[config.mk]
export PLATFORM = sky130hd
export DESIGN_NAME = sequential_servo_pulse_generator_top
export DESIGN_NICKNAME = d
export VERILOG_FILES = /design/src/rtl/sspg_pkg.sv /design/src/rtl/sspg_seq.sv /design/src/rtl/sequential_servo_pulse_generator_top.sv
export SDC_FILE = /design/constraint.sdc
export NUM_CORES = 1
export LEC_CHECK = 0
export ABC_AREA = 0
export BUFFER_PORTS_ARGS = -buffer_cell sky130_fd_sc_hd__buf_2
export CORE_AREA = 2 2 149 297
export DETAILED_ROUTE_END_ITERATION = 10
export DIE_AREA = 0 0 151 299
export MAX_ROUTING_LAYER = met4
export SYNTH_ARGS = -nofsm -noshare
export SYNTH_HDL_FRONTEND = slang
export SYNTH_HIERARCHICAL = 1
export SYNTH_SLANG_ARGS = --single-unit
[constraint.sdc]
create_clock -name clk -period 9.4 [get_ports clk]
set_input_delay 1.41 -clock clk [delete_from_list [all_inputs] [get_ports clk]]
set_output_delay 1.41 -clock clk [all_outputs]
set_load 0.005 [all_outputs]
[src/rtl/sspg_pkg.sv]
// Package for the sequential servo pulse generator.
// Holds the shared constants, register indexes and item types.
// No dependencies.
package sspg_pkg;

	localparam int NumChannels = 8;
	localparam int ChanIdxW = 3;
	localparam int CursorW = 4;
	localparam int TickW = 16;
	localparam int WidthUsW = 15;

	localparam logic [CursorW-1:0] ChannelCountReset = 4'd0;
	localparam logic [TickW-1:0] FrameTopReset = 16'd40000;
	localparam logic [TickW-1:0] EmptySlotReset = 16'd1000;

	typedef enum logic [1:0] {
		CfgChannelCount = 2'd0,
		CfgFrameTop = 2'd1,
		CfgEmptySlot = 2'd2
	} cfg_reg_t;

	typedef enum logic {
		ActTick = 1'b0,
		ActSetWidth = 1'b1
	} action_t;

	typedef struct packed {
		logic [CursorW-1:0] channel_count;
		logic [TickW-1:0] frame_top;
		logic [TickW-1:0] empty_slot_ticks;
	} cfg_t;

	typedef struct packed {
		action_t action;
		logic [ChanIdxW-1:0] channel_index;
		logic [WidthUsW-1:0] width_us;
	} in_item_t;

	typedef struct packed {
		logic [NumChannels-1:0] servo_lines;
		logic [CursorW-1:0] active_channel;
		logic frame_start;
	} out_item_t;

endpackage

[src/rtl/sspg_seq.sv]
// Frame counter, channel sequencer and width table of the servo pulse generator.
// Updates its state for one item per enabled cycle and gives that item's result.
// Depends on sspg_pkg.
module sspg_seq (
	input  logic clk,
	input  logic arst_n,
	input  logic step_en,
	input  sspg_pkg::in_item_t item,
	input  sspg_pkg::cfg_t cfg,
	output sspg_pkg::out_item_t result
);

	logic [sspg_pkg::TickW-1:0] counter_q;
	logic [sspg_pkg::TickW-1:0] deadline_q;
	logic [sspg_pkg::CursorW-1:0] cursor_q;
	logic in_frame_q;
	logic [sspg_pkg::NumChannels-1:0] levels_q;
	logic [sspg_pkg::TickW-1:0] width_q [sspg_pkg::NumChannels];

	logic [sspg_pkg::TickW-1:0] counter_d;
	logic [sspg_pkg::TickW-1:0] deadline_d;
	logic [sspg_pkg::CursorW-1:0] cursor_d;
	logic in_frame_d;
	logic [sspg_pkg::NumChannels-1:0] levels_d;
	logic started;
	logic width_we;

	logic [sspg_pkg::CursorW-1:0] eff_count;
	logic [sspg_pkg::TickW:0] count_inc;
	logic wrap;
	logic [sspg_pkg::TickW-1:0] tick_count;
	logic deadline_hit;
	logic do_launch;
	logic [sspg_pkg::ChanIdxW-1:0] launch_ch;
	logic [sspg_pkg::ChanIdxW-1:0] drop_ch;
	logic [sspg_pkg::TickW-1:0] slot_raw;
	logic [sspg_pkg::TickW-1:0] slot_use;

	// Counts above the number of lines act as the number of lines.
	assign eff_count = (cfg.channel_count > sspg_pkg::CursorW'(sspg_pkg::NumChannels))
		? sspg_pkg::CursorW'(sspg_pkg::NumChannels) : cfg.channel_count;

	assign count_inc = {1'b0, counter_q} + {{sspg_pkg::TickW{1'b0}}, 1'b1};
	assign wrap = count_inc >= {1'b0, cfg.frame_top};
	assign tick_count = wrap ? '0 : count_inc[sspg_pkg::TickW-1:0];
	assign deadline_hit = !wrap && in_frame_q && (tick_count == deadline_q);

	assign launch_ch = wrap ? '0 : cursor_q[sspg_pkg::ChanIdxW-1:0];
	assign drop_ch = sspg_pkg::ChanIdxW'(cursor_q - sspg_pkg::CursorW'(1));
	assign slot_raw = width_q[launch_ch];
	assign slot_use = (slot_raw != '0) ? slot_raw : cfg.empty_slot_ticks;

	assign width_we = (item.action == sspg_pkg::ActSetWidth)
		&& ({1'b0, item.channel_index} < eff_count);

	always_comb begin
		counter_d = counter_q;
		deadline_d = deadline_q;
		cursor_d = cursor_q;
		in_frame_d = in_frame_q;
		levels_d = levels_q;
		started = 1'b0;
		do_launch = 1'b0;
		if (item.action == sspg_pkg::ActTick) begin
			counter_d = tick_count;
			if (wrap) begin
				started = 1'b1;
				levels_d = '0;
				cursor_d = '0;
				in_frame_d = eff_count != '0;
				do_launch = eff_count != '0;
			end else if (deadline_hit) begin
				if (cursor_q != '0) begin
					levels_d[drop_ch] = 1'b0;
				end
				if (cursor_q < eff_count) begin
					do_launch = 1'b1;
				end else begin
					cursor_d = '0;
					in_frame_d = 1'b0;
				end
			end
		end
		// A launched channel raises its line only for a nonzero width.
		if (do_launch) begin
			if (slot_raw != '0) begin
				levels_d[launch_ch] = 1'b1;
			end
			deadline_d = tick_count + slot_use;
			cursor_d = {1'b0, launch_ch} + sspg_pkg::CursorW'(1);
		end
	end

	assign result.servo_lines = levels_d;
	assign result.active_channel = cursor_d;
	assign result.frame_start = started;

	always_ff @(posedge clk or negedge arst_n) begin
		if (!arst_n) begin
			counter_q <= '0;
			deadline_q <= '0;
			cursor_q <= '0;
			in_frame_q <= 1'b0;
			levels_q <= '0;
			for (int i = 0; i < sspg_pkg::NumChannels; i++) begin
				width_q[i] <= '0;
			end
		end else if (step_en) begin
			counter_q <= counter_d;
			deadline_q <= deadline_d;
			cursor_q <= cursor_d;
			in_frame_q <= in_frame_d;
			levels_q <= levels_d;
			if (width_we) begin
				width_q[item.channel_index] <= {item.width_us, 1'b0};
			end
		end
	end

endmodule

[src/rtl/sequential_servo_pulse_generator_top.sv]
// Top level of the sequential servo pulse generator.
// Holds the configuration registers, input register and result register.
// Depends on sspg_pkg and sspg_seq.
//
// Usage:
// Each input item is either one timer tick (tuser = 0) or a width command
// (tuser = 1) that sets a channel's pulse width in microseconds. Every item
// gives exactly one result item: the servo line levels, the next channel to
// be handled and a frame start flag. Widths are stored as half-microsecond
// ticks; commands for channels at or above the channel count are dropped.
// An item's result is registered first in the input register and then in the
// result register, and the block takes one item every cycle while the receiver
// does not stall. The state update for an item is one combinational pass through
// the tick increment and compares, the width table read and the deadline add.
// When the receiver stalls, the result register and the input register both
// hold and s_axis_tready drops; no item is lost. Configuration writes are
// always taken (cfg_ready is high) and should only be issued while idle.
// Reset clears all lines, the frame counter, the width table and loads the
// default frame top of 40000 ticks and empty slot of 1000 ticks.
module sequential_servo_pulse_generator_top (
	input  logic clk,
	input  logic arst_n,
	input  logic s_axis_tvalid,
	output logic s_axis_tready,
	input  logic [23:0] s_axis_tdata,  // channel_index[2:0], width_us[17:3], zero fill
	input  logic [0:0] s_axis_tuser,   // action[0]
	output logic m_axis_tvalid,
	input  logic m_axis_tready,
	output logic [15:0] m_axis_tdata,  // servo_lines[7:0], active_channel[11:8], zero fill
	output logic [0:0] m_axis_tuser,   // frame_start[0]
	input  logic cfg_valid,
	output logic cfg_ready,
	input  logic [1:0] cfg_index,
	input  logic [15:0] cfg_data
);

	sspg_pkg::cfg_t cfg_q;
	sspg_pkg::in_item_t item_s1;
	logic valid_s1;
	sspg_pkg::out_item_t res_q;
	logic res_valid_q;
	sspg_pkg::out_item_t step_result;
	logic advance;

	assign cfg_ready = 1'b1;

	always_ff @(posedge clk or negedge arst_n) begin
		if (!arst_n) begin
			cfg_q.channel_count <= sspg_pkg::ChannelCountReset;
			cfg_q.frame_top <= sspg_pkg::FrameTopReset;
			cfg_q.empty_slot_ticks <= sspg_pkg::EmptySlotReset;
		end else if (cfg_valid) begin
			unique case (cfg_index)
				sspg_pkg::CfgChannelCount: cfg_q.channel_count <= cfg_data[sspg_pkg::CursorW-1:0];
				sspg_pkg::CfgFrameTop: cfg_q.frame_top <= cfg_data;
				sspg_pkg::CfgEmptySlot: cfg_q.empty_slot_ticks <= cfg_data;
				default: ;
			endcase
		end
	end

	// Both stages move together whenever the result register is empty or being taken.
	assign advance = !res_valid_q || m_axis_tready;
	assign s_axis_tready = advance;

	always_ff @(posedge clk or negedge arst_n) begin
		if (!arst_n) begin
			valid_s1 <= 1'b0;
			res_valid_q <= 1'b0;
		end else if (advance) begin
			valid_s1 <= s_axis_tvalid;
			res_valid_q <= valid_s1;
		end
	end

	always_ff @(posedge clk) begin
		if (advance) begin
			item_s1.action <= sspg_pkg::action_t'(s_axis_tuser[0]);
			item_s1.channel_index <= s_axis_tdata[sspg_pkg::ChanIdxW-1:0];
			item_s1.width_us <= s_axis_tdata[sspg_pkg::ChanIdxW +: sspg_pkg::WidthUsW];
			if (valid_s1) begin
				res_q <= step_result;
			end
		end
	end

	sspg_seq u_seq (
		.clk(clk),
		.arst_n(arst_n),
		.step_en(advance && valid_s1),
		.item(item_s1),
		.cfg(cfg_q),
		.result(step_result)
	);

	assign m_axis_tvalid = res_valid_q;
	assign m_axis_tdata = {4'd0, res_q.active_channel, res_q.servo_lines};
	assign m_axis_tuser = res_q.frame_start;

endmodule
# Word level (Yosys, flattened, before mapping)
# Index checks and enable logic that the tools add are counted.
word_totals:
  regBits: 243
  in_bits: 48
  out_inout_bits: 20
  elab_cells: 105
classes:
  n_addsub: 4
  n_lt_le_gt_ge: 11
  n_eq_ne: 4
  mux: 33
  bitwise: 6
  reduce_logical: 23
op_table:
  columns: ["cell", "n"]
  rows:
  - ["$bwmux 128", 1]
  - ["$mux 16", 5]
  - ["$bmux 16 s3", 1]
  - ["$demux 16 s3", 1]
  - ["$mux 8", 6]
  - ["$mux 4", 6]
  - ["$add 16x1->17 const B", 1]
  - ["$ge 17x16->1", 1]
  - ["$add 16x16->16", 1]
  - ["$eq 16x16->1", 1]
  - ["$reduce_bool 16->1", 1]
  - ["$reduce_and 2->1", 7]
  - ["$mux 1", 10]
  - ["$and 8x8->8", 1]
  - ["$ge 4x4->1 const B", 2]
  - ["$lt 3x4->1 const B", 2]
  - ["$not 3->4", 2]
  - ["$not 8->8", 1]
  - ["$or 8x8->8", 1]
  - ["$reduce_bool 4->1", 2]
  - ["$logic_and 1x1->1", 7]
  - ["$demux 1 s3", 2]
  - ["$ge 3x1->1 const B", 2]
  - ["$add 3x1->4 const B", 1]
  - ["15 further kinds", 16]

# Depth between registers and ports, before layout
depth:
  word_depth: 14
  mapped_depth: 29
  depth_no_buf: 27

# By module
# The synthesis kept the hierarchy.
modules_own_cells:
  columns: ["mod", "instances", "cells_per_inst", "area_per_inst_um2", "seq_area_each_um2"]
  rows:
  - ["sspg_seq", 1, 966, 10179.8, 4129.0]
  - ["sequential_servo_pulse_generator_top", 1, 122, 2570.0, 1925.6]

# Worst setup path before layout
# No wires, ideal clock.
synth_path:
  path_kind: "register to register"
  start: "reg u_seq/counter_q[7] in the netlist's numbering"
  end: "reg u_seq/deadline_q[15] in the netlist's numbering"
  setup_time_ns: 0.129
  arrival_ns: 6.326
  required_time_ns: 9.271
  setup_slack_ns: 2.945
  stages_incl_launch_ff: 29
  path_buffers: 3
  synth_period_minus_slack_ns: 6.455
  cell_sequence: "dfrtp_1 > clkbuf_1 > nand2_1 > nor3_1 > nand2_1 > xnor2_1 > inv_1 > ha_1 > nor2b_1 > a311o_4 > a211oi_4 > nand2b_2 > buf_6 > a211oi_2 > nand4_1 > or4_1 > buf_2 > nor2_1 > a22o_1 > ha_1 > a211oi_1 > o21a_1 > o31ai_1 > o41ai_1 > o21ai_0 > a31oi_1 > nor3_1 > a211oi_1 > nand3_1"
synth_via:
  elab_chain_len: 10
  word_cells_on_any_way: 19
  cone_classes: "2 x add/sub; 1 x order compare; 1 x eq/ne; 9 x mux; 1 x bitwise; 5 x reduce/logical"
synth_lines:
  columns: ["item", "line", "rtl"]
  rows:
  - ["start: declaration", "sspg_seq.sv:13", "logic [sspg_pkg::TickW-1:0] counter_q;"]
  - ["start signal: assignment", "sspg_seq.sv:109", "counter_q <= counter_d;"]
  - ["$add 16x1->17 (*)", "sspg_seq.sv:43", "assign count_inc = {1'b0, counter_q} + {{sspg_pkg::TickW{1'b0}}, 1'b1};"]
  - ["$ge 17x16->1", "sspg_seq.sv:44", "assign wrap = count_inc >= {1'b0, cfg.frame_top};"]
  - ["$mux 3", "sspg_seq.sv:48", "assign launch_ch = wrap ? '0 : cursor_q[sspg_pkg::ChanIdxW-1:0];"]
  - ["$not 3->4 (not written as such)", "sspg_seq.sv:50", "assign slot_raw = width_q[launch_ch];"]
  - ["$bmux 16 s3", "sspg_seq.sv:50", null]
  - ["$mux 16 (not written as such) (2 in series)", "sspg_seq.sv:50", null]
  - ["$reduce_bool 16->1", "sspg_seq.sv:51", "assign slot_use = (slot_raw != '0) ? slot_raw : cfg.empty_slot_ticks;"]
  - ["$mux 16", "sspg_seq.sv:51", null]
  - ["$add 16x16->16", "sspg_seq.sv:89", "deadline_d = tick_count + slot_use;"]
  - ["end signal: assignment", "sspg_seq.sv:110", "deadline_q <= deadline_d;"]
  - ["end: declaration", "sspg_seq.sv:14", "logic [sspg_pkg::TickW-1:0] deadline_q;"]
# Every way passes the cells marked *; elsewhere a longest branch is shown, timed or not. The select of a mux whose other input is x is not followed.
# A chain may end at the register's enable or synchronous reset.

# Worst setup path in the final report
layout_path:
  start: "reg u_seq/counter_q[0] in the netlist's numbering"
  end: "reg u_seq/deadline_q[15] in the netlist's numbering"
# Same word-level chain as after synthesis.

==> flow_metrics.tcl <==
set metrics [dict create \
    status "complete, no violations" \
    grt_pass1_vias 8781 \
    tightest_slew_ns 1.10 \
    ys.flop_type "dfrtp_1" \
    syn_area_um2 12700 \
    cp_max_fo 21 \
    start_kind "flip-flop" \
    die-area_um2 45100 \
    clkLatencyLatePin_ns 0.54 \
    drive_above_1_share 0.304 \
    setup_viol 0 \
    wl_per_cell_um 18.5 \
    row_count 108 \
    pre_cts_slack_ns 1.03 \
    cp.depth 26 \
    dpl-instance-area_um2 13600 \
    critical-path-top-delay-family "compound AO/OA/AOI/OAI gates" \
    grt_use_total 0.146 \
    viasPerCell 5.18 \
    vias 8836 \
    layout_common_cells "dfrtp_1, mux2_2, nand2_1, nor2_1, buf_2" \
    hold_path.class "flip-flop to flip-flop" \
    cts_tree "yes" \
    drc 0 \
    skew_ns 0.0101 \
    synth_edf_count 32 \
    path_class "flip-flop to flip-flop" \
    syn-mean-instance-area_um2 11.7 \
    cts_setup_buffers 0 \
    cp.arrival_ns 9.01 \
    syn_inst 1088 \
    cts_sinks 235 \
    hold_violations 0 \
    synth_warnings 6 \
    die_y_um 299 \
    area_growth_pct 13.9 \
    ctsLongestPathBuffers 3 \
    worstReg2RegStart "u_seq/counter_q[0]" \
    max_cap_viol_count 0 \
    post_cts_resized 0 \
    grt_max_degree 86 \
    power.total_w 0.00440 \
    max_slew_margin 0.267 \
    cts_max_level 1 \
    hold_buffers 0 \
    antenna_left 0 \
    async_reset_ff_frac 0.864 \
    portBuffers 56 \
    rsz0062_at_grt "no" \
    worst_ep_required_time_ns 9.82 \
    p_leak_nw 6.46 \
    clockRootBuffer "clkbuf_16" \
    post_synth_num_cell_types 82 \
    slowest_stage "a221oi_1" \
    wirelength_um 31600 \
    timing.final.crit_share 0.914 \
    drv_slew 0 \
    grt_pass1_wl_um 50600 \
    dp_hpwl_um 22400 \
    path_buf_inv 1 \
    globalRouteOverflowTotal 0 \
    antenna_found_initial 0 \
    fmaxAchievable_ghz 0.116 \
    final_common_cell "dfrtp_1" \
    place_inst 1658 \
    crit_path_max_incr_delay_ns 0.78 \
    dr.pass1.iters 5 \
    diodes 0 \
    r2r_end "u_seq/deadline_q[15]" \
    cts_buffers 26 \
    crit_end "u_seq/deadline_q[15]" \
    fin_ws_ns 0.811 \
    place_congestion 0.884 \
    core_area_um2 43000 \
    ys_seq_area_frac 0.475 \
    worst_ir_drop_vdd_uv 168 \
    nNetsFinal 1224 \
    r2r_cells 26 \
    final_cell_area_um2 14500 \
    pin_count 68 \
    critPathCaptureType "flip-flop" \
    fin_cells 1706 \
    die_width_um 151 \
    initial_core_util 0.297 \
    cts.clk_slew.worst_paths_ns 0.06 \
    tns_ns 0 \
    power_density_nw_per_um2 303 \
    cp-startpoint "u_seq/counter_q[0]" \
    min_period_ns 8.59 \
    cp_common_cell "ha_1" \
    drtIter0Drc 617 \
    ys_ff_latch 235 \
    r2r_slack_ns 0.81 \
]
==> report_power, final <==
part           internal, W  switching (W)  total [W]
combinational     0.000779       0.000945    0.00172
sequential         0.00135       0.000256    0.00161
clock             0.000642       0.000421    0.00106
total              0.00278        0.00162    0.00440
==> synth_stat cells, types with 6 or more instances <==
cell / number / area share
a221o_1: 7 / 0.0055
o21bai_1: 6 / 0.0035
nand2b_1: 9 / 0.0044
nor4_1: 8 / 0.0039
xor2_1: 9 / 0.0062
a211oi_1: 15 / 0.0088
inv_1: 43 / 0.013
mux2_4: 20 / 0.024
nor2_1: 57 / 0.017
o31ai_1: 11 / 0.0065
nor3_1: 24 / 0.0094
edfxtp_1: 32 / 0.075
nor2b_1: 6 / 0.0029
nand4_1: 20 / 0.0098
and3_1: 7 / 0.0034
or3_1: 6 / 0.0029
buf_2: 10 / 0.0039
clkbuf_1: 31 / 0.0091
o21ai_0: 27 / 0.011
ha_1: 39 / 0.038
mux4_2: 6 / 0.011
mux2i_1: 27 / 0.021
and2_1: 8 / 0.0039
nand3_1: 28 / 0.011
buf_4: 8 / 0.0047
dfstp_2: 11 / 0.023
dfrtp_1: 192 / 0.38
nand2_1: 64 / 0.019
a22o_1: 6 / 0.0041
o211ai_1: 8 / 0.0047
a21o_1: 9 / 0.0053
mux2_2: 164 / 0.14
a221oi_1: 9 / 0.0062
xnor2_1: 29 / 0.020
a21oi_1: 36 / 0.014
==> registers in the layout (all words and copies together) (netlist names), 4 cells and up <==
signal,flops
u_seq/levels_q,8
u_seq/cursor_q,4
u_seq/deadline_q,16
item_s1,19
m_axis_tdata,12
u_seq/width_q,120
u_seq/counter_q,16
cfg_q,36
==> worst min-delay path by stage <==
stage                                 start                 to  slack [ns]  cells after the start
after floorplan                    valid_s1      m_axis_tvalid        0.44                      1
after global routing      u_seq/width_q[90]  u_seq/width_q[90]        0.51                      1
after detailed placement  u_seq/levels_q[7]  u_seq/levels_q[7]        0.48                      2
after global placement             valid_s1      m_axis_tvalid        0.48                      1
final                     u_seq/levels_q[7]  u_seq/levels_q[7]        0.50                      2
after CTS                 u_seq/levels_q[7]  u_seq/levels_q[7]        0.50                      2
==> metrics by stage <==
step	hold WS, ns	util
6_report	0.499	0.338
5_1_grt	0.512	0.338
4_1_cts	0.500	0.338
3_5_place_dp	0.484	0.316
3_3_place_gp	0.476	0.316
2_1_floorplan	0.445	-
==> metal layers <==
metal,global-route usage,share of wire
met1,0.202,0.45
met2,0.226,0.47
met3,0.0212,0.053
met4,0.0383,0.024
met5,-,0
==> area by class of cell <==
type,count,area [um^2]
clock buffers,38,830
inverters,44,165
fillers,4342,28500
flip-flops and latches,235,6060
repair buffers,75,432
well taps,550,688
multi-input cells,754,6250
clock inverters,10,96.3
==> worst reg2reg max path, delay by kind of cell (launching register included) <==
family / cells / cell delay, ns
DFF: 1 / 0.65
xor gates and xnor gates: 1 / 0.31
and+or+nand+nor: 9 / 2.45
buffers and inverters: 1 / 0.11
AOI/OAI and AO/OA: 12 / 4.04
adders and majority gates: 3 / 0.94
==> cells by family after synthesis <==
family | synth area share
compound gates | 0.110
xor+xnor | 0.0261
fa+ha+maj | 0.0398
buf+inv | 0.0375
flops | 0.475
mux | 0.200
other cells | 0.000589
simple gates | 0.111
(Power assumes the default switching activity.)
